**src/hw/rtl/rtsq_pkg.sv**
```systemverilog
`default_nettype none
package rtsq_pkg;

  // Window geometry
  localparam int WINDOW_LEN = 8;
  localparam int IDX_W      = (WINDOW_LEN > 1) ? $clog2(WINDOW_LEN) : 1;
  localparam int FILL_W     = $clog2(WINDOW_LEN + 1);

  // Field widths
  localparam int ADC_W   = 12;
  localparam int REF_W   = 16;
  localparam int HOLD_W  = 8;
  localparam int RES_W   = 17;
  localparam int CLS_W   = 3;
  localparam int KIND_W  = 2;
  localparam int STAT_W  = 2;
  localparam int ENTRY_W = RES_W + 1;
  localparam int SUM_W   = RES_W + FILL_W;

  // Shared divider: ref*code over (full scale - code), or sum over count
  localparam int DIV_W  = REF_W + ADC_W;
  localparam int DEN_W  = ADC_W;
  localparam int STEP_W = $clog2(DIV_W + 1);

  // Configuration port
  localparam int CFG_IDX_W  = 3;
  localparam int CFG_DATA_W = RES_W;

  localparam logic [CFG_IDX_W-1:0] CFG_REF        = CFG_IDX_W'(0);
  localparam logic [CFG_IDX_W-1:0] CFG_HOLD       = CFG_IDX_W'(1);
  localparam logic [CFG_IDX_W-1:0] CFG_LOCK       = CFG_IDX_W'(2);
  localparam logic [CFG_IDX_W-1:0] CFG_THRESH_HI  = CFG_IDX_W'(3);
  localparam logic [CFG_IDX_W-1:0] CFG_THRESH_MID = CFG_IDX_W'(4);
  localparam logic [CFG_IDX_W-1:0] CFG_THRESH_LO  = CFG_IDX_W'(5);

  localparam logic [REF_W-1:0]  REF_RESET       = REF_W'(10000);
  localparam logic [HOLD_W-1:0] HOLD_RESET      = HOLD_W'(3);
  localparam logic [RES_W-1:0]  THRESH_HI_RESET  = RES_W'(10000);
  localparam logic [RES_W-1:0]  THRESH_MID_RESET = RES_W'(5000);
  localparam logic [RES_W-1:0]  THRESH_LO_RESET  = RES_W'(1500);

  localparam logic [ADC_W-1:0] ADC_FULL = ADC_W'(4095);

  // Item kinds
  localparam logic [KIND_W-1:0] KIND_READ   = KIND_W'(0);
  localparam logic [KIND_W-1:0] KIND_SAMPLE = KIND_W'(1);
  localparam logic [KIND_W-1:0] KIND_CLEAR  = KIND_W'(2);

  // Result status codes
  localparam logic [STAT_W-1:0] STAT_OK     = STAT_W'(0);
  localparam logic [STAT_W-1:0] STAT_EMPTY  = STAT_W'(1);
  localparam logic [STAT_W-1:0] STAT_LOCKED = STAT_W'(2);

  // Piece classes
  localparam logic [CLS_W-1:0] CLS_NONE = CLS_W'(0);
  localparam logic [CLS_W-1:0] CLS_LOW  = CLS_W'(1);
  localparam logic [CLS_W-1:0] CLS_MID  = CLS_W'(2);
  localparam logic [CLS_W-1:0] CLS_HIGH = CLS_W'(3);
  localparam logic [CLS_W-1:0] CLS_TOP  = CLS_W'(4);

  typedef struct packed {
    logic [KIND_W-1:0] kind;
    logic [ADC_W-1:0]  adc_sample;
  } in_item_t;

  typedef struct packed {
    logic [STAT_W-1:0] status;
    logic [RES_W-1:0]  average_resistance;
    logic [CLS_W-1:0]  piece_class;
    logic              changed;
  } out_item_t;

  typedef enum logic [3:0] {
    S_IDLE,
    S_MUL,
    S_RDIV,
    S_RWAIT,
    S_WRITE,
    S_SUM,
    S_AVG,
    S_AWAIT,
    S_EMIT
  } state_t;

  typedef struct packed {
    logic load;
    logic clear;
    logic mul;
    logic div_start;
    logic div_sel;
    logic write_entry;
    logic rd_issue;
    logic emit;
  } ctrl_cmd_t;

  typedef struct packed {
    logic [KIND_W-1:0] kind;
    logic              locked;
    logic              code_full;
    logic              walk_done;
    logic              div_done;
    logic              sum_zero;
    logic              out_busy;
  } dp_status_t;

endpackage
`default_nettype wire

```
**src/hw/rtl/resistive_tile_sensor_qualifier.sv**
```systemverilog
// Channel   Handshake             Payload
// in        in_valid / in_ready   in_data  (kind, adc_sample)
// out       out_valid / out_ready out_data (status, average_resistance,
//                                           piece_class, changed)
// cfg       cfg_we                cfg_index, cfg_data
//
// Reading: accept, multiply, divider start, divider steps until done, window
// write; code 4095 skips the divider.
// Sample: accept, window walk with RAM reads, divider start, divider wait,
// emit; locked goes straight to emit, a zero sum skips the divider.
// Reset clears control and class state and loads register defaults; a result
// waiting on out_ready stalls the next sample in its emit cycle.
`default_nettype none
module resistive_tile_sensor_qualifier (
  input  wire logic                             clk,
  input  wire logic                             rst,
  input  wire logic                             cfg_we,
  input  wire logic [rtsq_pkg::CFG_IDX_W-1:0]   cfg_index,
  input  wire logic [rtsq_pkg::CFG_DATA_W-1:0]  cfg_data,
  input  wire logic                             in_valid,
  output logic                                  in_ready,
  input  wire rtsq_pkg::in_item_t               in_data,
  output logic                                  out_valid,
  input  wire logic                             out_ready,
  output rtsq_pkg::out_item_t                   out_data
);

  import rtsq_pkg::*;

  ctrl_cmd_t  cmd;
  dp_status_t st;

  rtsq_ctrl u_ctrl (
    .clk      (clk),
    .rst      (rst),
    .in_valid (in_valid),
    .in_ready (in_ready),
    .st       (st),
    .cmd      (cmd)
  );

  rtsq_dp u_dp (
    .clk       (clk),
    .rst       (rst),
    .cfg_we    (cfg_we),
    .cfg_index (cfg_index),
    .cfg_data  (cfg_data),
    .in_data   (in_data),
    .cmd       (cmd),
    .st        (st),
    .out_valid (out_valid),
    .out_ready (out_ready),
    .out_data  (out_data)
  );

endmodule
`default_nettype wire

```
**src/hw/rtl/rtsq_ram.sv**
```systemverilog
`default_nettype none
module rtsq_ram #(
  parameter int WIDTH = 18,
  parameter int DEPTH = 8
) (
  input  wire logic                                       clk,
  input  wire logic                                       we,
  input  wire logic [((DEPTH > 1) ? $clog2(DEPTH) : 1)-1:0] waddr,
  input  wire logic [WIDTH-1:0]                           wdata,
  input  wire logic [((DEPTH > 1) ? $clog2(DEPTH) : 1)-1:0] raddr,
  output logic      [WIDTH-1:0]                           rdata
);

  logic [WIDTH-1:0] mem [DEPTH];

  // Write one entry, read one entry with registered data
  always_ff @(posedge clk) begin
    if (we) begin
      mem[waddr] <= wdata;
    end
    rdata <= mem[raddr];
  end

endmodule
`default_nettype wire

```
**src/hw/rtl/rtsq_div.sv**
```systemverilog
`default_nettype none
module rtsq_div (
  input  wire logic                        clk,
  input  wire logic                        rst,
  input  wire logic                        start,
  input  wire logic [rtsq_pkg::DIV_W-1:0]  dividend,
  input  wire logic [rtsq_pkg::DEN_W-1:0]  divisor,
  output logic                             done,
  output logic      [rtsq_pkg::DIV_W-1:0]  quotient
);

  import rtsq_pkg::*;

  logic [DEN_W-1:0]  rem;
  logic [DEN_W-1:0]  den;
  logic [STEP_W-1:0] steps;
  logic              busy;
  logic [DEN_W:0]    rem_sh;
  logic              fits;

  // One restoring step: shift in the next dividend bit, subtract if it fits
  assign rem_sh = {rem, quotient[DIV_W-1]};
  assign fits   = (rem_sh >= {1'b0, den});

  // Control: count quotient bits, pulse done after the last one
  always_ff @(posedge clk) begin
    if (rst) begin
      busy  <= 1'b0;
      done  <= 1'b0;
      steps <= '0;
    end else begin
      done <= busy && (steps == STEP_W'(1));
      if (start) begin
        busy  <= 1'b1;
        steps <= STEP_W'(DIV_W);
      end else if (busy) begin
        steps <= steps - STEP_W'(1);
        busy  <= (steps != STEP_W'(1));
      end
    end
  end

  // Datapath: remainder and quotient shift register
  always_ff @(posedge clk) begin
    if (start) begin
      rem      <= '0;
      den      <= divisor;
      quotient <= dividend;
    end else if (busy) begin
      rem      <= fits ? DEN_W'(rem_sh - {1'b0, den}) : rem_sh[DEN_W-1:0];
      quotient <= {quotient[DIV_W-2:0], fits};
    end
  end

endmodule
`default_nettype wire

```
**src/hw/rtl/rtsq_dp.sv**
```systemverilog
`default_nettype none
module rtsq_dp (
  input  wire logic                             clk,
  input  wire logic                             rst,
  input  wire logic                             cfg_we,
  input  wire logic [rtsq_pkg::CFG_IDX_W-1:0]   cfg_index,
  input  wire logic [rtsq_pkg::CFG_DATA_W-1:0]  cfg_data,
  input  wire rtsq_pkg::in_item_t               in_data,
  input  wire rtsq_pkg::ctrl_cmd_t              cmd,
  output rtsq_pkg::dp_status_t                  st,
  output logic                                  out_valid,
  input  wire logic                             out_ready,
  output rtsq_pkg::out_item_t                   out_data
);

  import rtsq_pkg::*;

  // Configuration registers
  logic [REF_W-1:0]  ref_res;
  logic [HOLD_W-1:0] hold_count;
  logic              lock_en;
  logic [RES_W-1:0]  th_high;
  logic [RES_W-1:0]  th_mid;
  logic [RES_W-1:0]  th_low;

  // Item and walk registers
  logic [ADC_W-1:0]  code;
  logic [DIV_W-1:0]  prod;
  logic [IDX_W-1:0]  head;
  logic [FILL_W-1:0] fill;
  logic [FILL_W-1:0] idx;
  logic              rd_pend;
  logic [SUM_W-1:0]  sum;
  logic [FILL_W-1:0] cnt;

  // Class tracking
  logic [CLS_W-1:0]  occ;
  logic [CLS_W-1:0]  prev;
  logic [HOLD_W-1:0] rticks;
  logic              locked;

  logic [RES_W-1:0]   limit2;
  logic [DIV_W-1:0]   div_dividend;
  logic [DEN_W-1:0]   div_divisor;
  logic               div_done;
  logic [DIV_W-1:0]   quotient;
  logic [ENTRY_W-1:0] entry;
  logic [ENTRY_W-1:0] rdata;
  logic               conn;
  logic [RES_W-1:0]   avg;
  logic [CLS_W-1:0]   cls;
  logic [HOLD_W-1:0]  rticks_next;
  logic [CLS_W-1:0]   occ_next;
  logic               locked_next;
  logic               chg;

  assign limit2 = {ref_res, 1'b0};

  // Write configuration registers
  always_ff @(posedge clk) begin
    if (rst) begin
      ref_res    <= REF_RESET;
      hold_count <= HOLD_RESET;
      lock_en    <= 1'b0;
      th_high    <= THRESH_HI_RESET;
      th_mid     <= THRESH_MID_RESET;
      th_low     <= THRESH_LO_RESET;
    end else if (cfg_we) begin
      case (cfg_index)
        CFG_REF:        ref_res    <= cfg_data[REF_W-1:0];
        CFG_HOLD:       hold_count <= cfg_data[HOLD_W-1:0];
        CFG_LOCK:       lock_en    <= cfg_data[0];
        CFG_THRESH_HI:  th_high    <= cfg_data[RES_W-1:0];
        CFG_THRESH_MID: th_mid     <= cfg_data[RES_W-1:0];
        CFG_THRESH_LO:  th_low     <= cfg_data[RES_W-1:0];
        default: ;
      endcase
    end
  end

  // Select divider operands: reading conversion or window average
  always_comb begin
    if (cmd.div_sel) begin
      div_dividend = DIV_W'(sum);
      div_divisor  = DEN_W'(cnt);
    end else begin
      div_dividend = prod;
      div_divisor  = ADC_FULL - code;
    end
  end

  rtsq_div u_div (
    .clk      (clk),
    .rst      (rst),
    .start    (cmd.div_start),
    .dividend (div_dividend),
    .divisor  (div_divisor),
    .done     (div_done),
    .quotient (quotient)
  );

  // Build the window entry: full scale or open circuit stores as disconnected
  assign conn  = (code != ADC_FULL) && (quotient <= DIV_W'(limit2));
  assign entry = conn ? {1'b1, quotient[RES_W-1:0]} : '0;

  rtsq_ram #(
    .WIDTH (ENTRY_W),
    .DEPTH (WINDOW_LEN)
  ) u_window (
    .clk   (clk),
    .we    (cmd.write_entry),
    .waddr (head),
    .wdata (entry),
    .raddr (idx[IDX_W-1:0]),
    .rdata (rdata)
  );

  // Capture the item, multiply, walk and accumulate the window
  always_ff @(posedge clk) begin
    if (cmd.load) begin
      code <= in_data.adc_sample;
      sum  <= '0;
      cnt  <= '0;
      idx  <= '0;
    end else begin
      if (cmd.rd_issue) begin
        idx <= idx + FILL_W'(1);
      end
      if (rd_pend && rdata[RES_W]) begin
        sum <= sum + SUM_W'(rdata[RES_W-1:0]);
        cnt <= cnt + FILL_W'(1);
      end
    end
    if (cmd.mul) begin
      prod <= DIV_W'(ref_res) * DIV_W'(code);
    end
  end

  // Classify the average
  assign avg = quotient[RES_W-1:0];

  always_comb begin
    if (avg >= limit2) begin
      cls = CLS_NONE;
    end else if (avg > th_high) begin
      cls = CLS_TOP;
    end else if (avg > th_mid) begin
      cls = CLS_HIGH;
    end else if (avg > th_low) begin
      cls = CLS_MID;
    end else begin
      cls = CLS_LOW;
    end
  end

  // Debounce: a new class must repeat past hold_count before it is taken
  always_comb begin
    rticks_next = rticks;
    occ_next    = occ;
    locked_next = locked;
    chg         = 1'b0;
    if (cls != occ) begin
      if (cls == prev) begin
        if (rticks != '1) begin
          rticks_next = rticks + HOLD_W'(1);
        end
        if (rticks_next > hold_count) begin
          chg      = 1'b1;
          occ_next = cls;
          if (lock_en && (cls != CLS_NONE)) begin
            locked_next = 1'b1;
          end
        end
      end
    end else begin
      rticks_next = '0;
    end
  end

  // Window pointers and class state
  always_ff @(posedge clk) begin
    if (rst) begin
      head    <= '0;
      fill    <= '0;
      occ     <= CLS_NONE;
      prev    <= CLS_NONE;
      rticks  <= '0;
      locked  <= 1'b0;
      rd_pend <= 1'b0;
    end else begin
      rd_pend <= cmd.rd_issue;
      if (cmd.clear) begin
        head   <= '0;
        fill   <= '0;
        occ    <= CLS_NONE;
        prev   <= CLS_NONE;
        locked <= 1'b0;
      end else if (cmd.write_entry) begin
        head <= (head == IDX_W'(WINDOW_LEN - 1)) ? '0 : head + IDX_W'(1);
        if (fill != FILL_W'(WINDOW_LEN)) begin
          fill <= fill + FILL_W'(1);
        end
      end else if (cmd.emit && !locked && (sum != '0)) begin
        rticks <= rticks_next;
        occ    <= occ_next;
        prev   <= cls;
        locked <= locked_next;
      end
    end
  end

  // Output register: hold the beat until taken
  always_ff @(posedge clk) begin
    if (rst) begin
      out_valid <= 1'b0;
    end else if (cmd.emit) begin
      out_valid <= 1'b1;
    end else if (out_ready) begin
      out_valid <= 1'b0;
    end
  end

  always_ff @(posedge clk) begin
    if (cmd.emit) begin
      if (locked) begin
        out_data <= '{status: STAT_LOCKED, average_resistance: '0,
                      piece_class: occ, changed: 1'b0};
      end else if (sum == '0) begin
        out_data <= '{status: STAT_EMPTY, average_resistance: '0,
                      piece_class: occ, changed: 1'b0};
      end else begin
        out_data <= '{status: STAT_OK, average_resistance: avg,
                      piece_class: occ_next, changed: chg};
      end
    end
  end

  // Status to the controller
  always_comb begin
    st.kind      = in_data.kind;
    st.locked    = locked;
    st.code_full = (code == ADC_FULL);
    st.walk_done = (idx == fill);
    st.div_done  = div_done;
    st.sum_zero  = (sum == '0);
    st.out_busy  = out_valid && !out_ready;
  end

`ifndef SYNTH
  a_fill_bound: assert property (@(posedge clk) disable iff (rst)
    fill <= FILL_W'(WINDOW_LEN))
    else $error("window fill beyond window length");

  a_lock_has_piece: assert property (@(posedge clk) disable iff (rst)
    locked |-> (occ != CLS_NONE))
    else $error("channel locked with no piece");

  a_emit_shows: assert property (@(posedge clk) disable iff (rst)
    cmd.emit |=> out_valid)
    else $error("result beat not presented after emit");

  a_walk_in_range: assert property (@(posedge clk) disable iff (rst)
    cmd.rd_issue |-> (idx < fill))
    else $error("window read past fill");
`endif

endmodule
`default_nettype wire

```
**src/hw/rtl/rtsq_ctrl.sv**
```systemverilog
`default_nettype none
module rtsq_ctrl (
  input  wire logic                  clk,
  input  wire logic                  rst,
  input  wire logic                  in_valid,
  output logic                       in_ready,
  input  wire rtsq_pkg::dp_status_t  st,
  output rtsq_pkg::ctrl_cmd_t        cmd
);

  import rtsq_pkg::*;

  state_t state;
  state_t state_next;

  always_ff @(posedge clk) begin
    if (rst) begin
      state <= S_IDLE;
    end else begin
      state <= state_next;
    end
  end

  // Next state
  always_comb begin
    state_next = state;
    case (state)
      S_IDLE: begin
        if (in_valid) begin
          case (st.kind)
            KIND_READ:   state_next = st.locked ? S_IDLE : S_MUL;
            KIND_SAMPLE: state_next = st.locked ? S_EMIT : S_SUM;
            default:     state_next = S_IDLE;
          endcase
        end
      end
      S_MUL:   state_next = st.code_full ? S_WRITE : S_RDIV;
      S_RDIV:  state_next = S_RWAIT;
      S_RWAIT: state_next = st.div_done ? S_WRITE : S_RWAIT;
      S_WRITE: state_next = S_IDLE;
      S_SUM:   state_next = st.walk_done ? S_AVG : S_SUM;
      S_AVG:   state_next = st.sum_zero ? S_EMIT : S_AWAIT;
      S_AWAIT: state_next = st.div_done ? S_EMIT : S_AWAIT;
      S_EMIT:  state_next = st.out_busy ? S_EMIT : S_IDLE;
      default: state_next = S_IDLE;
    endcase
  end

  // Commands to the datapath
  always_comb begin
    cmd      = '0;
    in_ready = 1'b0;
    case (state)
      S_IDLE: begin
        in_ready  = 1'b1;
        cmd.load  = in_valid;
        cmd.clear = in_valid && (st.kind == KIND_CLEAR);
      end
      S_MUL:   cmd.mul = 1'b1;
      S_RDIV:  cmd.div_start = 1'b1;
      S_WRITE: cmd.write_entry = 1'b1;
      S_SUM:   cmd.rd_issue = !st.walk_done;
      S_AVG: begin
        cmd.div_start = !st.sum_zero;
        cmd.div_sel   = 1'b1;
      end
      S_AWAIT: cmd.div_sel = 1'b1;
      S_EMIT:  cmd.emit = !st.out_busy;
      default: ;
    endcase
  end

endmodule
`default_nettype wire

```
**config.mk**
```make
export PLATFORM = sky130hd
export DESIGN_NAME = resistive_tile_sensor_qualifier
export DESIGN_NICKNAME = d
export VERILOG_FILES = /design/src/hw/rtl/rtsq_pkg.sv /design/src/hw/rtl/resistive_tile_sensor_qualifier.sv /design/src/hw/rtl/rtsq_ram.sv /design/src/hw/rtl/rtsq_div.sv /design/src/hw/rtl/rtsq_dp.sv /design/src/hw/rtl/rtsq_ctrl.sv
export SDC_FILE = /design/constraint.sdc
export NUM_CORES = 1
export LEC_CHECK = 0
export ABC_AREA = 0
export BUFFER_PORTS_ARGS = -buffer_cell sky130_fd_sc_hd__buf_2
export CORE_MARGIN = 3
export CORE_UTILIZATION = 50
export DETAILED_ROUTE_END_ITERATION = 10
export PLACE_DENSITY = 0.69
export SKIP_LAST_GASP = 1
export SYNTH_ARGS = -nofsm -noshare
export SYNTH_HDL_FRONTEND = slang
export SYNTH_SLANG_ARGS = --single-unit
```
**constraint.sdc**
```tcl
create_clock -name clk -period 6.23 [get_ports clk]
set_input_delay 1.869 -clock clk [delete_from_list [all_inputs] [get_ports clk]]
set_output_delay 1.869 -clock clk [all_outputs]
set_load 0.02 [all_outputs]
```
# Word-level counts from Yosys, hierarchy flattened
# Memories as Yosys holds them, arrays and structs flattened. A register that Yosys moved wholly into a read port is not among the register bits.
# Cells that the tools add are included.
# word_totals
regBits,255
ramBits,144
input_bits,39
out_inout_bits,25
elab_cells,168
mem_count,1
# memory_table
memory,depth,word_bits,read_ports,rd_ports_with_merged_regs,wr,line,text
u_dp.u_window.mem,8,18,1,1,1,rtsq_ram.sv:14,logic [WIDTH-1:0] mem [DEPTH];
# op_classes
add_sub_neg,9
mul,1
n_lt_le_gt_ge,7
eq_ne,27
mux,51
bitwise,4
reduce_logical,36
# ops
op,n
two-way mux 28 bit,3
> comparator 17 bit,3
two-way mux 8 bit,5
case mux 4 bit (8 select lines),1
less-or-equal comparator 28 x 17 -> 1 bit,1
multiplier 16 x 12 -> 28 bit,1
two-way mux 4 bit,7
two-way mux 3 bit,9
two-way mux 22 bit,1
adder 21 x 17 -> 21 bit,1
logical NOT 21 bit,1
nonzero test 21 bit,1
two-way mux 18 bit,1
>= comparator 17 bit,1
"== test 4 x 3 -> 1 bit, second input constant",4
two-way mux 1 bit,16
AND reduction 2 bit,8
>= comparator 13 x 12 -> 1 bit,1
"adder 4 x 1 -> 4 bit, second input constant",3
"== test 12 bit, second input constant",1
two-way mux 12 bit,1
"inequality test 12 bit, second input constant",1
subtractor 12 bit,1
"subtractor 12 bit, first input constant",1
36 further kinds,62

# Logic depth before layout (Yosys ltp)
# Gate-level depths: netlist of run 1.
# depth
depth_word,14
ltp_mapped,23
depth_no_buf,22

# By module
# A second synthesis of run 1 with hierarchy kept.
# hier_totals
hier_cells,2426
hier_area_um2,25968.7
# modules_own_cells
mod,n_inst,cells_per_inst,area_each_um2
rtsq_dp,1,1880,16592.2
rtsq_ram,1,239,5964.5
rtsq_div,1,260,3021.6
rtsq_ctrl,1,47,390.4

# Least setup slack after synthesis of run 1
# No wires, ideal clock.
# synth_path
path_kind,register to register
from,reg u_dp.code[5]
to,reg u_dp.prod[27] (data pin)
setup_ns,0.259
arrival_ns,5.737
t_required_ns,5.971
slack_ns,0.234
path_stages_with_launch,23
path_buffers,2
period_less_slack_ns,5.996
cell_sequence,edfxtp_1 > clkbuf_1 > clkbuf_1 > nand2_1 > fa_1 > fa_1 > fa_1 > inv_1 > fa_1 > inv_1 > fa_1 > inv_1 > ha_1 > inv_1 > o21ai_0 > a31oi_1 > a2111oi_0 > o21a_1 > o21ai_0 > o31ai_1 > a211oi_1 > a21oi_1 > xnor2_1
# synth_via
elab_chain_len,1
# synth_lines
item,line,text
from (decl),rtsq_dp.sv:27,logic [ADC_W-1:0] code;
from (signal assigned),rtsq_dp.sv:121,code <= in_data.adc_sample;
multiplier 16 x 12 -> 28 bit,rtsq_dp.sv:135,prod <= DIV_W'(ref_res) * DIV_W'(code);
to (signal assigned),rtsq_dp.sv:135,
to (decl),rtsq_dp.sv:28,logic [DIV_W-1:0] prod;
# No other way between the ends.
# A chain may end at the register's enable or synchronous reset.

# Worst setup path after layout of run 1
# layout_path
from,reg u_dp.code[8]
to,reg u_dp.prod[21] (data pin)
# Same word-level chain as after synthesis.

==> results of run 1 <==
[state kept, by name, summed over array words and instances, names as in the netlist, 18 cells and up]
| signal | cells |
|---|---|
| u_dp.u_window.rdata | 18 |
| u_dp.out_data | 23 |
| u_dp.sum | 21 |
| u_dp.u_div.quotient | 28 |
| u_dp.prod | 28 |
| u_dp.u_window.mem | 144 |
[power by group]
group          leakage, nW  internal (W)  switching (W)  total, W
registers             3.56       0.00313       0.000115   0.00324
logic                 7.41       0.00103        0.00141   0.00244
clock network        0.722       0.00162        0.00110   0.00272
[logic make-up after synthesis]
kind of cell	count (synthesis)	share of synthesized area, %
AOI/OAI and AO/OA	359	8.970
buffers and inverters	412	6.042
and+or+nand+nor	885	16.43
adders and majority gates	321	19.86
xor gates and xnor gates	53	1.814
DFF	417	42.27
muxes	70	4.615
[critical path, cell delays in order (launching register included)]
cell and delay (ns):
sky130_fd_sc_hd__edfxtp_1 0.49, sky130_fd_sc_hd__buf_4 0.24, sky130_fd_sc_hd__nand2_1 0.09, sky130_fd_sc_hd__fa_1 0.56
sky130_fd_sc_hd__inv_1 0.06, sky130_fd_sc_hd__fa_1 0.48, sky130_fd_sc_hd__fa_1 0.53, sky130_fd_sc_hd__fa_1 0.54
sky130_fd_sc_hd__inv_1 0.06, sky130_fd_sc_hd__fa_1 0.53, sky130_fd_sc_hd__inv_1 0.04, sky130_fd_sc_hd__ha_1 0.34
sky130_fd_sc_hd__nor2_1 0.08, sky130_fd_sc_hd__a2111oi_1 0.33, sky130_fd_sc_hd__buf_4 0.18, sky130_fd_sc_hd__o21a_1 0.13
sky130_fd_sc_hd__o21ai_1 0.11, sky130_fd_sc_hd__o31ai_2 0.34, sky130_fd_sc_hd__buf_4 0.18, sky130_fd_sc_hd__o21a_1 0.10
sky130_fd_sc_hd__nor2_1 0.04, sky130_fd_sc_hd__xnor2_1 0.12
[synthesized netlist by cell type, drive strengths merged, types with 38 or more instances]
master / instances / area, um2
inv: 308 / 1156
dfxtp: 170 / 3403
nand2: 410 / 1539
a21oi: 139 / 699.4
nor2: 135 / 509.2
a31oi: 38 / 237.7
edfxtp: 247 / 7417
o21ai: 56 / 284.0
nand3: 39 / 195.2
ha: 179 / 2240
and2: 101 / 631.9
clkbuf: 92 / 345.3
fa: 142 / 2843
[routing by layer]
| layer | up-vias | wire, um | GRT usage (%) |
|---|---|---|---|
| li1 | 8728 | - | - |
| met1 | 9286 | 27370 | 32.48 |
| met2 | 561 | 30510 | 39.76 |
| met3 | 117 | 3746 | 3.337 |
| met4 | 0 | 1955 | 7.320 |
| met5 | - | 0 | 0 |
[area by class of cell]
| type | instances | area [um2] | share of cell area (%) |
|---|---|---|---|
| clock buffers | 67 | 1269 | 4.468 |
| clock inverters | 15 | 237.7 | 0.8372 |
| inverters | 309 | 1160 | 4.084 |
| multi-input cells | 1688 | 13270 | 46.74 |
| flip-flops and latches | 417 | 10820 | 38.11 |
| well taps | 672 | 840.8 | 2.961 |
| repair buffers | 127 | 795.8 | 2.802 |
[worst min path at each step]
stage,endpoint,start,slack (ns),cells past startpoint
3_3_place_gp,u_dp.th_high[2]$_SDFFE_PP0P_,u_dp.th_high[2]$_SDFFE_PP0P_,0.44,2
6_report,u_dp.th_mid[1]$_SDFFE_PP0P_,u_dp.th_mid[1]$_SDFFE_PP0P_,0.45,2
3_5_place_dp,u_dp.th_high[2]$_SDFFE_PP0P_,u_dp.th_high[2]$_SDFFE_PP0P_,0.45,2
4_1_cts,u_dp.th_high[2]$_SDFFE_PP0P_,u_dp.th_high[2]$_SDFFE_PP0P_,0.45,2
5_1_grt,u_dp.th_mid[1]$_SDFFE_PP0P_,u_dp.th_mid[1]$_SDFFE_PP0P_,0.48,2
2_1_floorplan,u_dp.hold_count[2]$_SDFFE_PP0P_,u_dp.hold_count[2]$_SDFFE_PP0P_,0.44,2
[stage by stage]
| stage | cells | worst slack (ns) | hold slack, ns | power, W |
|---|---|---|---|---|
| 2_1_floorplan | 2517 | 0.2341 | 0.4363 | 0.005081 |
| 3_3_place_gp | 3213 | 0.3491 | 0.4435 | 0.005658 |
| 3_5_place_dp | 3213 | 0.2309 | 0.4470 | 0.005723 |
| 4_1_cts | 3295 | 0.2067 | 0.4549 | 0.008462 |
| 5_1_grt | 3295 | 0.03972 | 0.4754 | 0.008948 |
| 6_report | 3295 | 0.3930 | 0.4523 | 0.008409 |
[what timing repair did]
item,in CTS,in global routing
gates resized for setup,0,4
setup endpoints to repair,0,4
buffers inserted,0,0
hold buffers,0,0
==> report_table.html, run 1 <==
<table>
<tr><th>Metric</th><th>Value</th></tr>
<tr><th colspan="2">Finish</th></tr>
<tr><td>Layout Nets</td><td>2948</td></tr>
<tr><td>Commonest cells after routing, fill and taps aside</td><td>410 x sky130_fd_sc_hd__nand2_1, 308 x sky130_fd_sc_hd__inv_1, 247 x sky130_fd_sc_hd__edfxtp_1, 179 x sky130_fd_sc_hd__ha_1, 169 x sky130_fd_sc_hd__dfxtp_1</td></tr>
<tr><td>Commonest non-fill, non-tap cell in the layout</td><td>sky130_fd_sc_hd__nand2_1</td></tr>
<tr><td>Antenna diode count</td><td>0</td></tr>
<tr><td>Count of filler cells inserted in the layout</td><td>4342</td></tr>
<tr><td>Final core utilization</td><td>56.37%</td></tr>
<tr><td>Synthesis-to-finish area growth</td><td>10.94%</td></tr>
<tr><td>Layout Cell Area excl Fill</td><td>roughly 0.028 mm2</td></tr>
<tr><td>Fraction of layout cells with a size suffix above 1</td><td>11.02%</td></tr>
<tr><th colspan="2">Placement</th></tr>
<tr><td>Final GP Congestion</td><td>roughly 0.93</td></tr>
<tr><td>Final HPWL from detailed placement</td><td>~46000 um</td></tr>
<tr><td>Standard cell area after detailed placement</td><td>0.02688 mm2</td></tr>
<tr><td>Buffers on Ports</td><td>63</td></tr>
<tr><th colspan="2">Timing</th></tr>
<tr><td>Setup repair after global routing missed its margin</td><td>no</td></tr>
<tr><td>Final Max Tran Viols</td><td>0</td></tr>
<tr><td>Highest Clock Rate</td><td>171.3 MHz</td></tr>
<tr><td>Final setup violation count</td><td>0</td></tr>
<tr><td>Sum of negative setup slack</td><td>0 ns</td></tr>
<tr><td>Max transition margin</td><td>17.12%</td></tr>
<tr><td>Minimum clock period after layout</td><td>a little under 6 ns</td></tr>
<tr><td>Final hold vios</td><td>0</td></tr>
<tr><td>Crit share post-route</td><td>between 90% and 100%</td></tr>
<tr><td>Actual transition at the worst max-transition pin</td><td>1.236 ns</td></tr>
<tr><td>Setup Skew</td><td>0.01566 ns</td></tr>
<tr><th colspan="2">GRT</th></tr>
<tr><td>Via count of the first global-routing pass</td><td>18640</td></tr>
<tr><td>Global-route wire length before repair</td><td>101200 um</td></tr>
<tr><td>Pin count of the biggest net entering global routing</td><td>67</td></tr>
<tr><td>Overall Global Routing Usage</td><td>23.87%</td></tr>
<tr><td>Number of antenna violations at the first check in global routing</td><td>0</td></tr>
<tr><td>Total grt overflow</td><td>0</td></tr>
<tr><th colspan="2">Setup path</th></tr>
<tr><td>Length in cells of the worst reg-to-reg path</td><td>21</td></tr>
<tr><td>Critical path type</td><td>flop to flop</td></tr>
<tr><td>CP endpoint kind</td><td>flop</td></tr>
<tr><td>Worst Path Arrival</td><td>slightly above 6 ns</td></tr>
<tr><td>R2R setup slack</td><td>0.39 ns</td></tr>
<tr><td>Capture point of the worst path</td><td>u_dp.prod[21]$_DFFE_PN_</td></tr>
<tr><td>CP Max Fanout</td><td>12</td></tr>
<tr><td>Reg2Reg Launch Point</td><td>u_dp.code[8]$_DFFE_PP_</td></tr>
<tr><td>First element of the critical path</td><td>u_dp.code[8]$_DFFE_PP_</td></tr>
<tr><td>Endpoint of the worst register-to-register path</td><td>u_dp.prod[21]$_DFFE_PN_</td></tr>
<tr><td>Critical Path Start Type</td><td>flop</td></tr>
<tr><td>WP data required</td><td>6.55 ns</td></tr>
<tr><th colspan="2">Synthesis</th></tr>
<tr><td>Number of enable-type register cells in the synthesized netlist</td><td>247</td></tr>
<tr><td>Unique cell type count in the Yosys netlist</td><td>81</td></tr>
<tr><td>Synthesized netlist net count</td><td>approximately 2900</td></tr>
<tr><td>Count of warnings emitted by yosys</td><td>0</td></tr>
<tr><td>Portion of the post-synthesis area used by sequential elements</td><td>42.27%</td></tr>
<tr><td>Synthesis-stage register bit count</td><td>417</td></tr>
<tr><td>Cell count after synthesis</td><td>2517</td></tr>
<tr><td>Most used flip-flop cell after synthesis</td><td>sky130_fd_sc_hd__edfxtp_1</td></tr>
<tr><td>Synth Area per Inst</td><td>between 10 and 15 um2</td></tr>
<tr><td>Fraction of registers with async set/reset</td><td>0%</td></tr>
<tr><td>Cell area after technology mapping</td><td>0.02560 mm2</td></tr>
<tr><th colspan="2">Floorplanning</th></tr>
<tr><td>Number of core rows</td><td>82</td></tr>
<tr><td>Die Outline Area</td><td>0.05394 mm2</td></tr>
<tr><td>Count of boundary I/O pins</td><td>64</td></tr>
<tr><td>DIE HEIGHT</td><td>232.3 um</td></tr>
<tr><td>Area of the core</td><td>0.05038 mm2</td></tr>
<tr><td>Die width</td><td>approximately 230 um</td></tr>
<tr><td>Effective utilization at floorplan</td><td>50.81%</td></tr>
<tr><th colspan="2">Drt</th></tr>
<tr><td>Number of iterations in the first detailed-routing pass</td><td>7</td></tr>
<tr><td>Via total after detailed routing</td><td>18690</td></tr>
<tr><td>DR iter-0 viols</td><td>1500</td></tr>
<tr><td>Remaining number of nets flagged by the antenna check after routing</td><td>0</td></tr>
<tr><td>Routed via count divided by cell count</td><td>around 5.7</td></tr>
<tr><td>Sum of routed wire length over all layers</td><td>63580 um</td></tr>
<tr><td>DRC violations left</td><td>0</td></tr>
<tr><td>Post-detailed-route wirelength per cell</td><td>approximately 19 um</td></tr>
<tr><th colspan="2">Power and ir drop</th></tr>
<tr><td>Total power density per cell area</td><td>about 300 mW/mm2</td></tr>
<tr><td>Maximum resistive drop on vdd</td><td>0.2607 mV</td></tr>
<tr><td>Static leakage power</td><td>between 10 and 15 nW</td></tr>
<tr><th colspan="2">Clock tree</th></tr>
<tr><td>Max H-tree Level</td><td>2</td></tr>
<tr><td>Clk buf depth</td><td>3</td></tr>
<tr><td>Source-to-sink clock delay at the later pin of the worst-skew pair</td><td>0.58 ns</td></tr>
<tr><td>Number of buffers inserted during clock tree synthesis</td><td>45</td></tr>
<tr><td>Clock sink count</td><td>417</td></tr>
<tr><td>Reg clk slew, reported paths</td><td>approximately 0.060 ns</td></tr>
<tr><td>CTS tree</td><td>done</td></tr>
<tr><td>Clock root buffer</td><td>sky130_fd_sc_hd__clkbuf_16</td></tr>
<tr><th colspan="2">Min path</th></tr>
<tr><td>Class of the tightest hold or removal check</td><td>flop to flop</td></tr>
<tr><th colspan="2">Job</th></tr>
<tr><td>Number of max-capacitance violations reported</td><td>0</td></tr>
<tr><th colspan="2">Status</th></tr>
<tr><td>Run status</td><td>finished clean</td></tr>
</table>
No activity file was read; power rests on OpenSTA's default activity.
==> run 2, diff against run 1 <==
- PLACE_DENSITY: 0.69 -> 0.7
==> run 2 against run 1 <==
Against the previous run: via count is 0.39% lower; sequential power about the same; register-to-register slack got worse by 0.04 ns; core utilization is 0.21 points higher; first-iteration DRC count grew 5.5%; clock power is 7.7% higher; total power rose by 2.8%; clock skew rose by 0.022 ns; global-route usage is 0.38 points higher; critical path depth grew 2; largest cell class unchanged; clock-buffer cell count fell by 15; cell count hardly changed.
==> report_table.html, run 2 (synthesis gave the netlist of run 1 again) <==
<table>
<tr><th>Metric</th><th>Value</th></tr>
<tr><th colspan="2">Setup path</th></tr>
<tr><td>Length in cells of the worst reg-to-reg path</td><td>23</td></tr>
<tr><td>Endpoint of the worst register-to-register path</td><td>u_dp.prod[21]$_DFFE_PN_</td></tr>
<tr><td>Worst Path Arrival</td><td>6.20 ns</td></tr>
<tr><td>CP endpoint kind</td><td>flop</td></tr>
<tr><td>Critical Path Start Type</td><td>flop</td></tr>
<tr><td>Critical path buffers and inverters</td><td>6</td></tr>
<tr><td>Reg2Reg Launch Point</td><td>u_dp.ref_res[5]$_SDFFE_PP0P_</td></tr>
<tr><td>R2R setup slack</td><td>0.35 ns</td></tr>
<tr><td>Slowest Stage Delay on Critical Path</td><td>0.55 ns</td></tr>
<tr><td>WP data required</td><td>~6.6 ns</td></tr>
<tr><td>Critical path type</td><td>flop to flop</td></tr>
<tr><td>Most prevalent standard cell on the critical path</td><td>sky130_fd_sc_hd__fa_1</td></tr>
<tr><td>CP Max Fanout</td><td>8</td></tr>
<tr><td>CP cell instances</td><td>buf_4, nand2_1, fa_1, fa_1, inv_1, ha_1, fa_1, inv_1, fa_1, inv_1, ha_1, a21oi_1, o21ai_0, a31oi_1, a2111oi_1, buf_4, o21a_1, o21ai_1, o31ai_2, buf_4, o21a_1, nor2_1, xnor2_1</td></tr>
<tr><td>Delay-heaviest family, CP</td><td>adder cells</td></tr>
<tr><td>Slowest library cell on the worst path</td><td>sky130_fd_sc_hd__fa_1</td></tr>
<tr><th colspan="2">Finish</th></tr>
<tr><td>Commonest cells after routing, fill and taps aside</td><td>410 x sky130_fd_sc_hd__nand2_1, 308 x sky130_fd_sc_hd__inv_1, 247 x sky130_fd_sc_hd__edfxtp_1, 179 x sky130_fd_sc_hd__ha_1, 168 x sky130_fd_sc_hd__dfxtp_1</td></tr>
<tr><td>Number of cells in the finished layout apart from fillers</td><td>~3300</td></tr>
<tr><td>Layout Nets</td><td>2947</td></tr>
<tr><td>Count of filler cells inserted in the layout</td><td>4243</td></tr>
<tr><td>Final core utilization</td><td>56.58%</td></tr>
<tr><td>Fraction of layout cells with a size suffix above 1</td><td>11.54%</td></tr>
<tr><td>Top reg by flops</td><td>u_dp.u_window.mem</td></tr>
<tr><td>Largest registers ranked by flip-flop count</td><td>u_dp.u_window.mem: 144 flops, u_dp.prod: 28 flops, u_dp.u_div.quotient: 28 flops</td></tr>
<tr><td>Antenna diode count</td><td>0</td></tr>
<tr><td>Synthesis-to-finish area growth</td><td>11.36%</td></tr>
<tr><td>Commonest non-fill, non-tap cell in the layout</td><td>sky130_fd_sc_hd__nand2_1</td></tr>
<tr><td>Layout Cell Area excl Fill</td><td>0.02850 mm2</td></tr>
<tr><td>Flip-flop count of the largest register, all copies and words added</td><td>about 140</td></tr>
<tr><th colspan="2">Floorplanning</th></tr>
<tr><td>Count of boundary I/O pins</td><td>64</td></tr>
<tr><td>Die width</td><td>232.3 um</td></tr>
<tr><td>Area of the core</td><td>0.05038 mm2</td></tr>
<tr><td>Number of core rows</td><td>82</td></tr>
<tr><td>Die Outline Area</td><td>0.05394 mm2</td></tr>
<tr><td>DIE HEIGHT</td><td>roughly 230 um</td></tr>
<tr><td>Effective utilization at floorplan</td><td>~51%</td></tr>
<tr><th colspan="2">Drt</th></tr>
<tr><td>DR iter-0 viols</td><td>1582</td></tr>
<tr><td>Number of iterations in the first detailed-routing pass</td><td>5</td></tr>
<tr><td>Sum of routed wire length over all layers</td><td>64140 um</td></tr>
<tr><td>DRC violations left</td><td>0</td></tr>
<tr><td>Via total after detailed routing</td><td>between 15000 and 20000</td></tr>
<tr><td>Routed via count divided by cell count</td><td>5.647</td></tr>
<tr><td>Post-detailed-route wirelength per cell</td><td>19.45 um</td></tr>
<tr><td>Remaining number of nets flagged by the antenna check after routing</td><td>0</td></tr>
<tr><th colspan="2">Clock tree</th></tr>
<tr><td>Max H-tree Level</td><td>2</td></tr>
<tr><td>Count of hold buffers inserted by post-cts repair</td><td>0</td></tr>
<tr><td>Reg clk slew, reported paths</td><td>0.06 ns</td></tr>
<tr><td>CTS tree</td><td>done</td></tr>
<tr><td>Clock root buffer</td><td>sky130_fd_sc_hd__clkbuf_16</td></tr>
<tr><td>Source-to-sink clock delay at the later pin of the worst-skew pair</td><td>0.60 ns</td></tr>
<tr><td>Clock sink count</td><td>417</td></tr>
<tr><td>Clk buf depth</td><td>3</td></tr>
<tr><td>Number of buffers inserted during clock tree synthesis</td><td>46</td></tr>
<tr><th colspan="2">Timing</th></tr>
<tr><td>Final setup violation count</td><td>0</td></tr>
<tr><td>Sum of negative setup slack</td><td>0 ns</td></tr>
<tr><td>Minimum clock period after layout</td><td>5.877 ns</td></tr>
<tr><td>Final hold vios</td><td>0</td></tr>
<tr><td>Crit share post-route</td><td>between 90% and 100%</td></tr>
<tr><td>Max transition margin</td><td>20.74%</td></tr>
<tr><td>Setup Skew</td><td>0.03736 ns</td></tr>
<tr><td>Actual transition at the worst max-transition pin</td><td>1.178 ns</td></tr>
<tr><td>Setup repair after global routing missed its margin</td><td>no</td></tr>
<tr><td>Final Max Tran Viols</td><td>0</td></tr>
<tr><td>Hold Slack</td><td>approximately 0.46 ns</td></tr>
<tr><td>Highest Clock Rate</td><td>170.2 MHz</td></tr>
<tr><th colspan="2">GRT</th></tr>
<tr><td>Number of antenna violations at the first check in global routing</td><td>1</td></tr>
<tr><td>Via count of the first global-routing pass</td><td>between 15000 and 20000</td></tr>
<tr><td>Global-route wire length before repair</td><td>102900 um</td></tr>
<tr><td>Global Route met3 Usage</td><td>3.422%</td></tr>
<tr><td>Pin count of the biggest net entering global routing</td><td>between 60 and 70</td></tr>
<tr><td>Met1 GRT Util</td><td>between 30% and 40%</td></tr>
<tr><td>Most congested layer reported by global routing</td><td>met2</td></tr>
<tr><td>Overall Global Routing Usage</td><td>24.25%</td></tr>
<tr><td>Total grt overflow</td><td>0</td></tr>
<tr><td>Routing usage on met2</td><td>39.74%</td></tr>
<tr><th colspan="2">Placement</th></tr>
<tr><td>Final HPWL from detailed placement</td><td>46000 um</td></tr>
<tr><td>Cell Count Post-Placement</td><td>3211</td></tr>
<tr><td>Standard cell area after detailed placement</td><td>between 0.02 and 0.03 mm2</td></tr>
<tr><td>Buffers on Ports</td><td>63</td></tr>
<tr><td>Final GP Congestion</td><td>roughly 0.9</td></tr>
<tr><th colspan="2">Min path</th></tr>
<tr><td>Worst hold path startpoint</td><td>u_dp.th_mid[6]$_SDFFE_PP0P_</td></tr>
<tr><td>Class of the tightest hold or removal check</td><td>flop to flop</td></tr>
<tr><td>Hold depth</td><td>2</td></tr>
<tr><td>Capture endpoint of the worst hold path</td><td>u_dp.th_mid[6]$_SDFFE_PP0P_</td></tr>
<tr><th colspan="2">Status</th></tr>
<tr><td>Run status</td><td>finished clean</td></tr>
<tr><th colspan="2">Job</th></tr>
<tr><td>Number of max-capacitance violations reported</td><td>0</td></tr>
<tr><th colspan="2">Power and ir drop</th></tr>
<tr><td>Static leakage power</td><td>11.75 nW</td></tr>
<tr><td>Total power density per cell area</td><td>between 300 and 400 mW/mm2</td></tr>
<tr><td>Maximum resistive drop on vdd</td><td>0.2268 mV</td></tr>
</table>
-- run 2: worst max path at each step --
| stage | start | endpoint | slack [ns] | depth (start not counted) |
|---|---|---|---|---|
| detailed placement | u_dp.ref_res[5]$_SDFFE_PP0P_ | u_dp.prod[27]$_DFFE_PN_ | 0.23 | 22 |
| finish | u_dp.ref_res[5]$_SDFFE_PP0P_ | u_dp.prod[21]$_DFFE_PN_ | 0.35 | 23 |
| CTS | u_dp.ref_res[5]$_SDFFE_PP0P_ | u_dp.prod[27]$_DFFE_PN_ | 0.20 | 22 |
| floorplan | u_dp.code[5]$_DFFE_PP_ | u_dp.prod[27]$_DFFE_PN_ | 0.23 | 22 |
| global route | u_dp.ref_res[6]$_SDFFE_PP0P_ | u_dp.prod[21]$_DFFE_PN_ | 0.02 | 22 |
| global placement | u_dp.ref_res[5]$_SDFFE_PP0P_ | u_dp.prod[27]$_DFFE_PN_ | 0.30 | 22 |
-- run 2: report_power, final --
| group | switching (W) | internal [W] | leakage, nW |
|---|---|---|---|
| clock network | 0.00119 | 0.00174 | 0.782 |
| registers | 0.000118 | 0.00313 | 3.56 |
| logic | 0.00143 | 0.00104 | 7.40 |
-- run 2: what timing repair did --
| action | CTS | global route |
|---|---|---|
| buffers inserted | 0 | 0 |
| setup endpoints to repair | 0 | 4 |
| resized for setup | 0 | 5 |
-- run 2: worst min-delay path, cell delays in order (launching register included) --
cell and delay [ns]:
sky130_fd_sc_hd__dfxtp_1 0.31, sky130_fd_sc_hd__nand2_1 0.05, sky130_fd_sc_hd__a21oi_1 0.05
-- run 2: routing by layer --
layer	part of all wire, %	vias up
met3	6.2	124
li1	-	8720
met5	0.020	-
met4	3.8	2
met2	47	602
met1	43	9171
-- run 2: area by class of cell --
cell class | count | area [um2] | share of cell area [%]
multi-input combinational | 1688 | 13280 | 46.59
sequential | 417 | 10820 | 37.97
clock buffer | 52 | 1205 | 4.227
inverter | 309 | 1160 | 4.069
tap | 672 | 840.8 | 2.950
timing repair buffer | 125 | 780.7 | 2.739
clock inverter | 34 | 415.4 | 1.457
-- run 2: metrics by stage --
step           total power (W)  setup WS [ns]
6_report              0.008644         0.3531
5_1_grt               0.009136        0.01916
4_1_cts               0.008678         0.1982
3_5_place_dp          0.005741         0.2313
3_3_place_gp          0.005675         0.3005
2_1_floorplan         0.005081         0.2341
==> run 3, diff against run 2 <==
==> constraint.sdc (replaced) <==
create_clock -name clk -period 6.23 [get_ports clk]
set_input_delay 1.246 -clock clk [delete_from_list [all_inputs] [get_ports clk]]
set_output_delay 1.246 -clock clk [all_outputs]
set_load 0.02 [all_outputs]
==> run 3 against run 2 <==
Against the previous run: clock-buffer cell count increased by 6; via count increased by 0.29%; critical endpoint is now u_dp.prod[27]$_DFFE_PN_; largest cell class unchanged; highest routed layer unchanged; critical path type unchanged; wire length increased by 0.15%; clock power decreased by 7.5%.
==> report_table.html, run 3 (synthesis gave the netlist of run 1 again) <==
<table>
<tr><th>Metric</th><th>Value</th></tr>
<tr><th colspan="2">Status</th></tr>
<tr><td>Run status</td><td>finished clean</td></tr>
<tr><th colspan="2">Placement</th></tr>
<tr><td>Setup slack after placement</td><td>0.2819 ns</td></tr>
<tr><td>Final HPWL from detailed placement</td><td>around 46000 um</td></tr>
<tr><td>Buffers on Ports</td><td>63</td></tr>
<tr><td>Standard cell area after detailed placement</td><td>0.02688 mm2</td></tr>
<tr><td>Final GP Congestion</td><td>0.9092</td></tr>
<tr><th colspan="2">Setup path</th></tr>
<tr><td>Worst Path Arrival</td><td>6.17 ns</td></tr>
<tr><td>Endpoint of the worst register-to-register path</td><td>u_dp.prod[27]$_DFFE_PN_</td></tr>
<tr><td>Most prevalent standard cell on the critical path</td><td>sky130_fd_sc_hd__fa_1</td></tr>
<tr><td>WP data required</td><td>6.57 ns</td></tr>
<tr><td>First element of the critical path</td><td>u_dp.code[7]$_DFFE_PP_</td></tr>
<tr><td>Critical path buffers and inverters</td><td>4</td></tr>
<tr><td>Critical Path Start Type</td><td>flop</td></tr>
<tr><td>CP endpoint kind</td><td>flop</td></tr>
<tr><td>R2R setup slack</td><td>0.40 ns</td></tr>
<tr><td>Length in cells of the worst reg-to-reg path</td><td>20</td></tr>
<tr><td>CP cell instances</td><td>nand2_1, fa_1, fa_1, fa_1, inv_1, fa_1, inv_1, fa_1, inv_1, ha_1, and3_1, a31oi_1, a2111oi_0, buf_4, o21a_1, o21ai_1, o31ai_2, a211oi_1, a21oi_1, xnor2_1</td></tr>
<tr><td>Delay-heaviest family, CP</td><td>adder cells</td></tr>
<tr><td>Critical path type</td><td>flop to flop</td></tr>
<tr><td>Slowest Stage Delay on Critical Path</td><td>0.53 ns</td></tr>
<tr><td>Count of cell instances traversed by the critical path</td><td>20</td></tr>
<tr><td>Slowest library cell on the worst path</td><td>sky130_fd_sc_hd__fa_1</td></tr>
<tr><td>Reg2Reg Launch Point</td><td>u_dp.code[7]$_DFFE_PP_</td></tr>
<tr><td>Capture point of the worst path</td><td>u_dp.prod[27]$_DFFE_PN_</td></tr>
<tr><td>CP Max Fanout</td><td>7</td></tr>
<tr><th colspan="2">Floorplanning</th></tr>
<tr><td>Die width</td><td>232.3 um</td></tr>
<tr><td>Area of the core</td><td>0.05038 mm2</td></tr>
<tr><td>Count of boundary I/O pins</td><td>64</td></tr>
<tr><td>Number of core rows</td><td>82</td></tr>
<tr><td>Die Outline Area</td><td>between 0.05 and 0.06 mm2</td></tr>
<tr><td>Effective utilization at floorplan</td><td>50.81%</td></tr>
<tr><td>DIE HEIGHT</td><td>232.3 um</td></tr>
<tr><th colspan="2">Clock tree</th></tr>
<tr><td>Source-to-sink clock delay at the later pin of the worst-skew pair</td><td>0.60 ns</td></tr>
<tr><td>Post-CTS Resized</td><td>0</td></tr>
<tr><td>Number of buffers added for setup after CTS</td><td>0</td></tr>
<tr><td>Number of buffers inserted during clock tree synthesis</td><td>46</td></tr>
<tr><td>Clock sink count</td><td>417</td></tr>
<tr><td>CTS tree</td><td>done</td></tr>
<tr><td>Clock root buffer</td><td>sky130_fd_sc_hd__clkbuf_16</td></tr>
<tr><td>Clk buf depth</td><td>3</td></tr>
<tr><td>Max H-tree Level</td><td>2</td></tr>
<tr><td>Count of hold buffers inserted by post-cts repair</td><td>0</td></tr>
<tr><td>Reg clk slew, reported paths</td><td>0.07 ns</td></tr>
<tr><th colspan="2">Drt</th></tr>
<tr><td>DRC violations left</td><td>0</td></tr>
<tr><td>Routed via count divided by cell count</td><td>approximately 5.7</td></tr>
<tr><td>Remaining number of nets flagged by the antenna check after routing</td><td>0</td></tr>
<tr><td>DR iter-0 viols</td><td>1338</td></tr>
<tr><td>Number of iterations in the first detailed-routing pass</td><td>5</td></tr>
<tr><td>Post-detailed-route wirelength per cell</td><td>19.46 um</td></tr>
<tr><td>Via total after detailed routing</td><td>18670</td></tr>
<tr><td>Sum of routed wire length over all layers</td><td>64240 um</td></tr>
<tr><th colspan="2">Timing</th></tr>
<tr><td>Highest Clock Rate</td><td>171.4 MHz</td></tr>
<tr><td>Crit share post-route</td><td>93.64%</td></tr>
<tr><td>Max transition margin</td><td>16.81%</td></tr>
<tr><td>Worst-case setup margin in the final layout</td><td>between 0.3 and 0.4 ns</td></tr>
<tr><td>Final hold vios</td><td>0</td></tr>
<tr><td>Final Max Tran Viols</td><td>0</td></tr>
<tr><td>Minimum clock period after layout</td><td>around 5.8 ns</td></tr>
<tr><td>Actual transition at the worst max-transition pin</td><td>between 1 and 1.5 ns</td></tr>
<tr><td>Setup repair after global routing missed its margin</td><td>no</td></tr>
<tr><td>Sum of negative setup slack</td><td>0 ns</td></tr>
<tr><td>Setup Skew</td><td>0.02889 ns</td></tr>
<tr><td>Final setup violation count</td><td>0</td></tr>
<tr><th colspan="2">Finish</th></tr>
<tr><td>Commonest non-fill, non-tap cell in the layout</td><td>sky130_fd_sc_hd__nand2_1</td></tr>
<tr><td>Layout Nets</td><td>2949</td></tr>
<tr><td>Commonest cells after routing, fill and taps aside</td><td>410 x sky130_fd_sc_hd__nand2_1, 308 x sky130_fd_sc_hd__inv_1, 247 x sky130_fd_sc_hd__edfxtp_1, 179 x sky130_fd_sc_hd__ha_1, 168 x sky130_fd_sc_hd__dfxtp_1</td></tr>
<tr><td>Fraction of layout cells with a size suffix above 1</td><td>11.31%</td></tr>
<tr><td>Largest registers ranked by flip-flop count</td><td>u_dp.u_window.mem: 144 flops, u_dp.prod: 28 flops, u_dp.u_div.quotient: 28 flops</td></tr>
<tr><td>Synthesis-to-finish area growth</td><td>10.94%</td></tr>
<tr><td>Flip-flop count of the largest register, all copies and words added</td><td>144</td></tr>
<tr><td>Count of filler cells inserted in the layout</td><td>4320</td></tr>
<tr><td>Layout Cell Area excl Fill</td><td>about 0.028 mm2</td></tr>
<tr><td>Top reg by flops</td><td>u_dp.u_window.mem</td></tr>
<tr><th colspan="2">Power and ir drop</th></tr>
<tr><td>Sequential share of power</td><td>slightly below 40%</td></tr>
<tr><td>Internal power</td><td>~0.0057 W</td></tr>
<tr><td>Fraction of power spent switching nets</td><td>about a third</td></tr>
<tr><td>Static leakage power</td><td>around 12 nW</td></tr>
<tr><td>Proportion of power drawn by combinational gates</td><td>29.1%</td></tr>
<tr><td>Net switching power</td><td>0.002695 W</td></tr>
<tr><td>Maximum resistive drop on vdd</td><td>0.2391 mV</td></tr>
<tr><td>Clock network fraction of design power</td><td>32.3%</td></tr>
<tr><td>Total power density per cell area</td><td>~300 mW/mm2</td></tr>
<tr><th colspan="2">GRT</th></tr>
<tr><td>Pin count of the biggest net entering global routing</td><td>64</td></tr>
<tr><td>Number of antenna violations at the first check in global routing</td><td>4</td></tr>
<tr><td>Total grt overflow</td><td>0</td></tr>
<tr><td>Global-route wire length before repair</td><td>102500 um</td></tr>
<tr><td>Overall Global Routing Usage</td><td>24.17%</td></tr>
<tr><td>Via count of the first global-routing pass</td><td>between 15000 and 20000</td></tr>
<tr><th colspan="2">Min path</th></tr>
<tr><td>Class of the tightest hold or removal check</td><td>flop to flop</td></tr>
<tr><th colspan="2">Job</th></tr>
<tr><td>Number of max-capacitance violations reported</td><td>0</td></tr>
</table>
run 3: cell count changes in the layout (fill, tap and decap cells not counted), moves of 2 or more:
cell / delta
sky130_fd_sc_hd__buf_4: +2
sky130_fd_sc_hd__bufinv_16: -5
sky130_fd_sc_hd__clkbuf_1: +5
sky130_fd_sc_hd__clkinv_1: +2
sky130_fd_sc_hd__clkinv_2: +2
sky130_fd_sc_hd__clkinvlp_4: -4
sky130_fd_sc_hd__diode_2: +2
run 3: layout make-up:
class                      instances  area (um2)  share of cell area [%]
timing repair buffer             127       795.8                   2.802
clock buffer                      58        1237                   4.358
antenna                            2       5.005                 0.01763
inverter                         309        1160                   4.085
sequential                       417       10820                   38.11
clock inverter                    28       267.8                  0.9429
multi-input combinational       1688       13270                   46.72
tap                              672       840.8                   2.961
run 3: power by group through the flow:
stage               registers [W]  clock network, W  logic [W]
detailed placement        0.00330                 0    0.00241
global placement          0.00330                 0    0.00236
global route              0.00326           0.00286    0.00279
floorplan                 0.00324                 0    0.00184
CTS                       0.00324           0.00276    0.00244
finish                    0.00324           0.00271    0.00244
run 3: layer usage:
layer	share of wire [%]	routed length [um]	vias up	track usage, %
li1	-	-	8724	-
met4	3.8	2417	2	8.888
met1	42	27090	9186	32.13
met2	47	30390	613	40.13
met5	0.020	13	-	0
met3	6.7	4325	148	3.766
run 3: stage by stage:
stage | util [%] | hold slack [ns] | power, W | std cells
6_report | 56.37 | 0.4548 | 0.008398 | 3301
5_1_grt | 56.36 | 0.4707 | 0.008906 | 3299
4_1_cts | 56.35 | 0.4561 | 0.008441 | 3299
3_5_place_dp | 53.36 | 0.4484 | 0.005710 | 3213
3_3_place_gp | 53.36 | 0.4430 | 0.005656 | 3213
2_1_floorplan | - | 0.4363 | 0.005081 | 2517
run 3: worst min path at each step:
| stage | startpoint | cells past startpoint | slack, ns | to |
|---|---|---|---|---|
| finish | u_dp.hold_count[6]$_SDFFE_PP0P_ | 2 | 0.45 | u_dp.hold_count[6]$_SDFFE_PP0P_ |
| global route | u_dp.th_low[14]$_SDFFE_PP0P_ | 2 | 0.47 | u_dp.th_low[14]$_SDFFE_PP0P_ |
| CTS | u_dp.th_high[5]$_SDFFE_PP0P_ | 2 | 0.46 | u_dp.th_high[5]$_SDFFE_PP0P_ |
| detailed placement | u_dp.hold_count[6]$_SDFFE_PP0P_ | 2 | 0.45 | u_dp.hold_count[6]$_SDFFE_PP0P_ |
| global placement | u_dp.th_mid[4]$_SDFFE_PP0P_ | 2 | 0.44 | u_dp.th_mid[4]$_SDFFE_PP0P_ |
| floorplan | u_dp.hold_count[2]$_SDFFE_PP0P_ | 2 | 0.44 | u_dp.hold_count[2]$_SDFFE_PP0P_ |
run 3: worst register-to-register path, stage by stage, from the launching register on:
cell and delay [ns]:
sky130_fd_sc_hd__edfxtp_1 0.49, sky130_fd_sc_hd__nand2_1 0.12, sky130_fd_sc_hd__fa_1 0.44, sky130_fd_sc_hd__fa_1 0.52
sky130_fd_sc_hd__fa_1 0.50, sky130_fd_sc_hd__inv_1 0.06, sky130_fd_sc_hd__fa_1 0.53, sky130_fd_sc_hd__inv_1 0.05
sky130_fd_sc_hd__fa_1 0.52, sky130_fd_sc_hd__inv_1 0.04, sky130_fd_sc_hd__ha_1 0.32, sky130_fd_sc_hd__and3_1 0.20
sky130_fd_sc_hd__a31oi_1 0.28, sky130_fd_sc_hd__a2111oi_0 0.16, sky130_fd_sc_hd__buf_4 0.16, sky130_fd_sc_hd__o21a_1 0.18
sky130_fd_sc_hd__o21ai_1 0.25, sky130_fd_sc_hd__o31ai_2 0.14, sky130_fd_sc_hd__a211oi_1 0.34, sky130_fd_sc_hd__a21oi_1 0.14
sky130_fd_sc_hd__xnor2_1 0.14
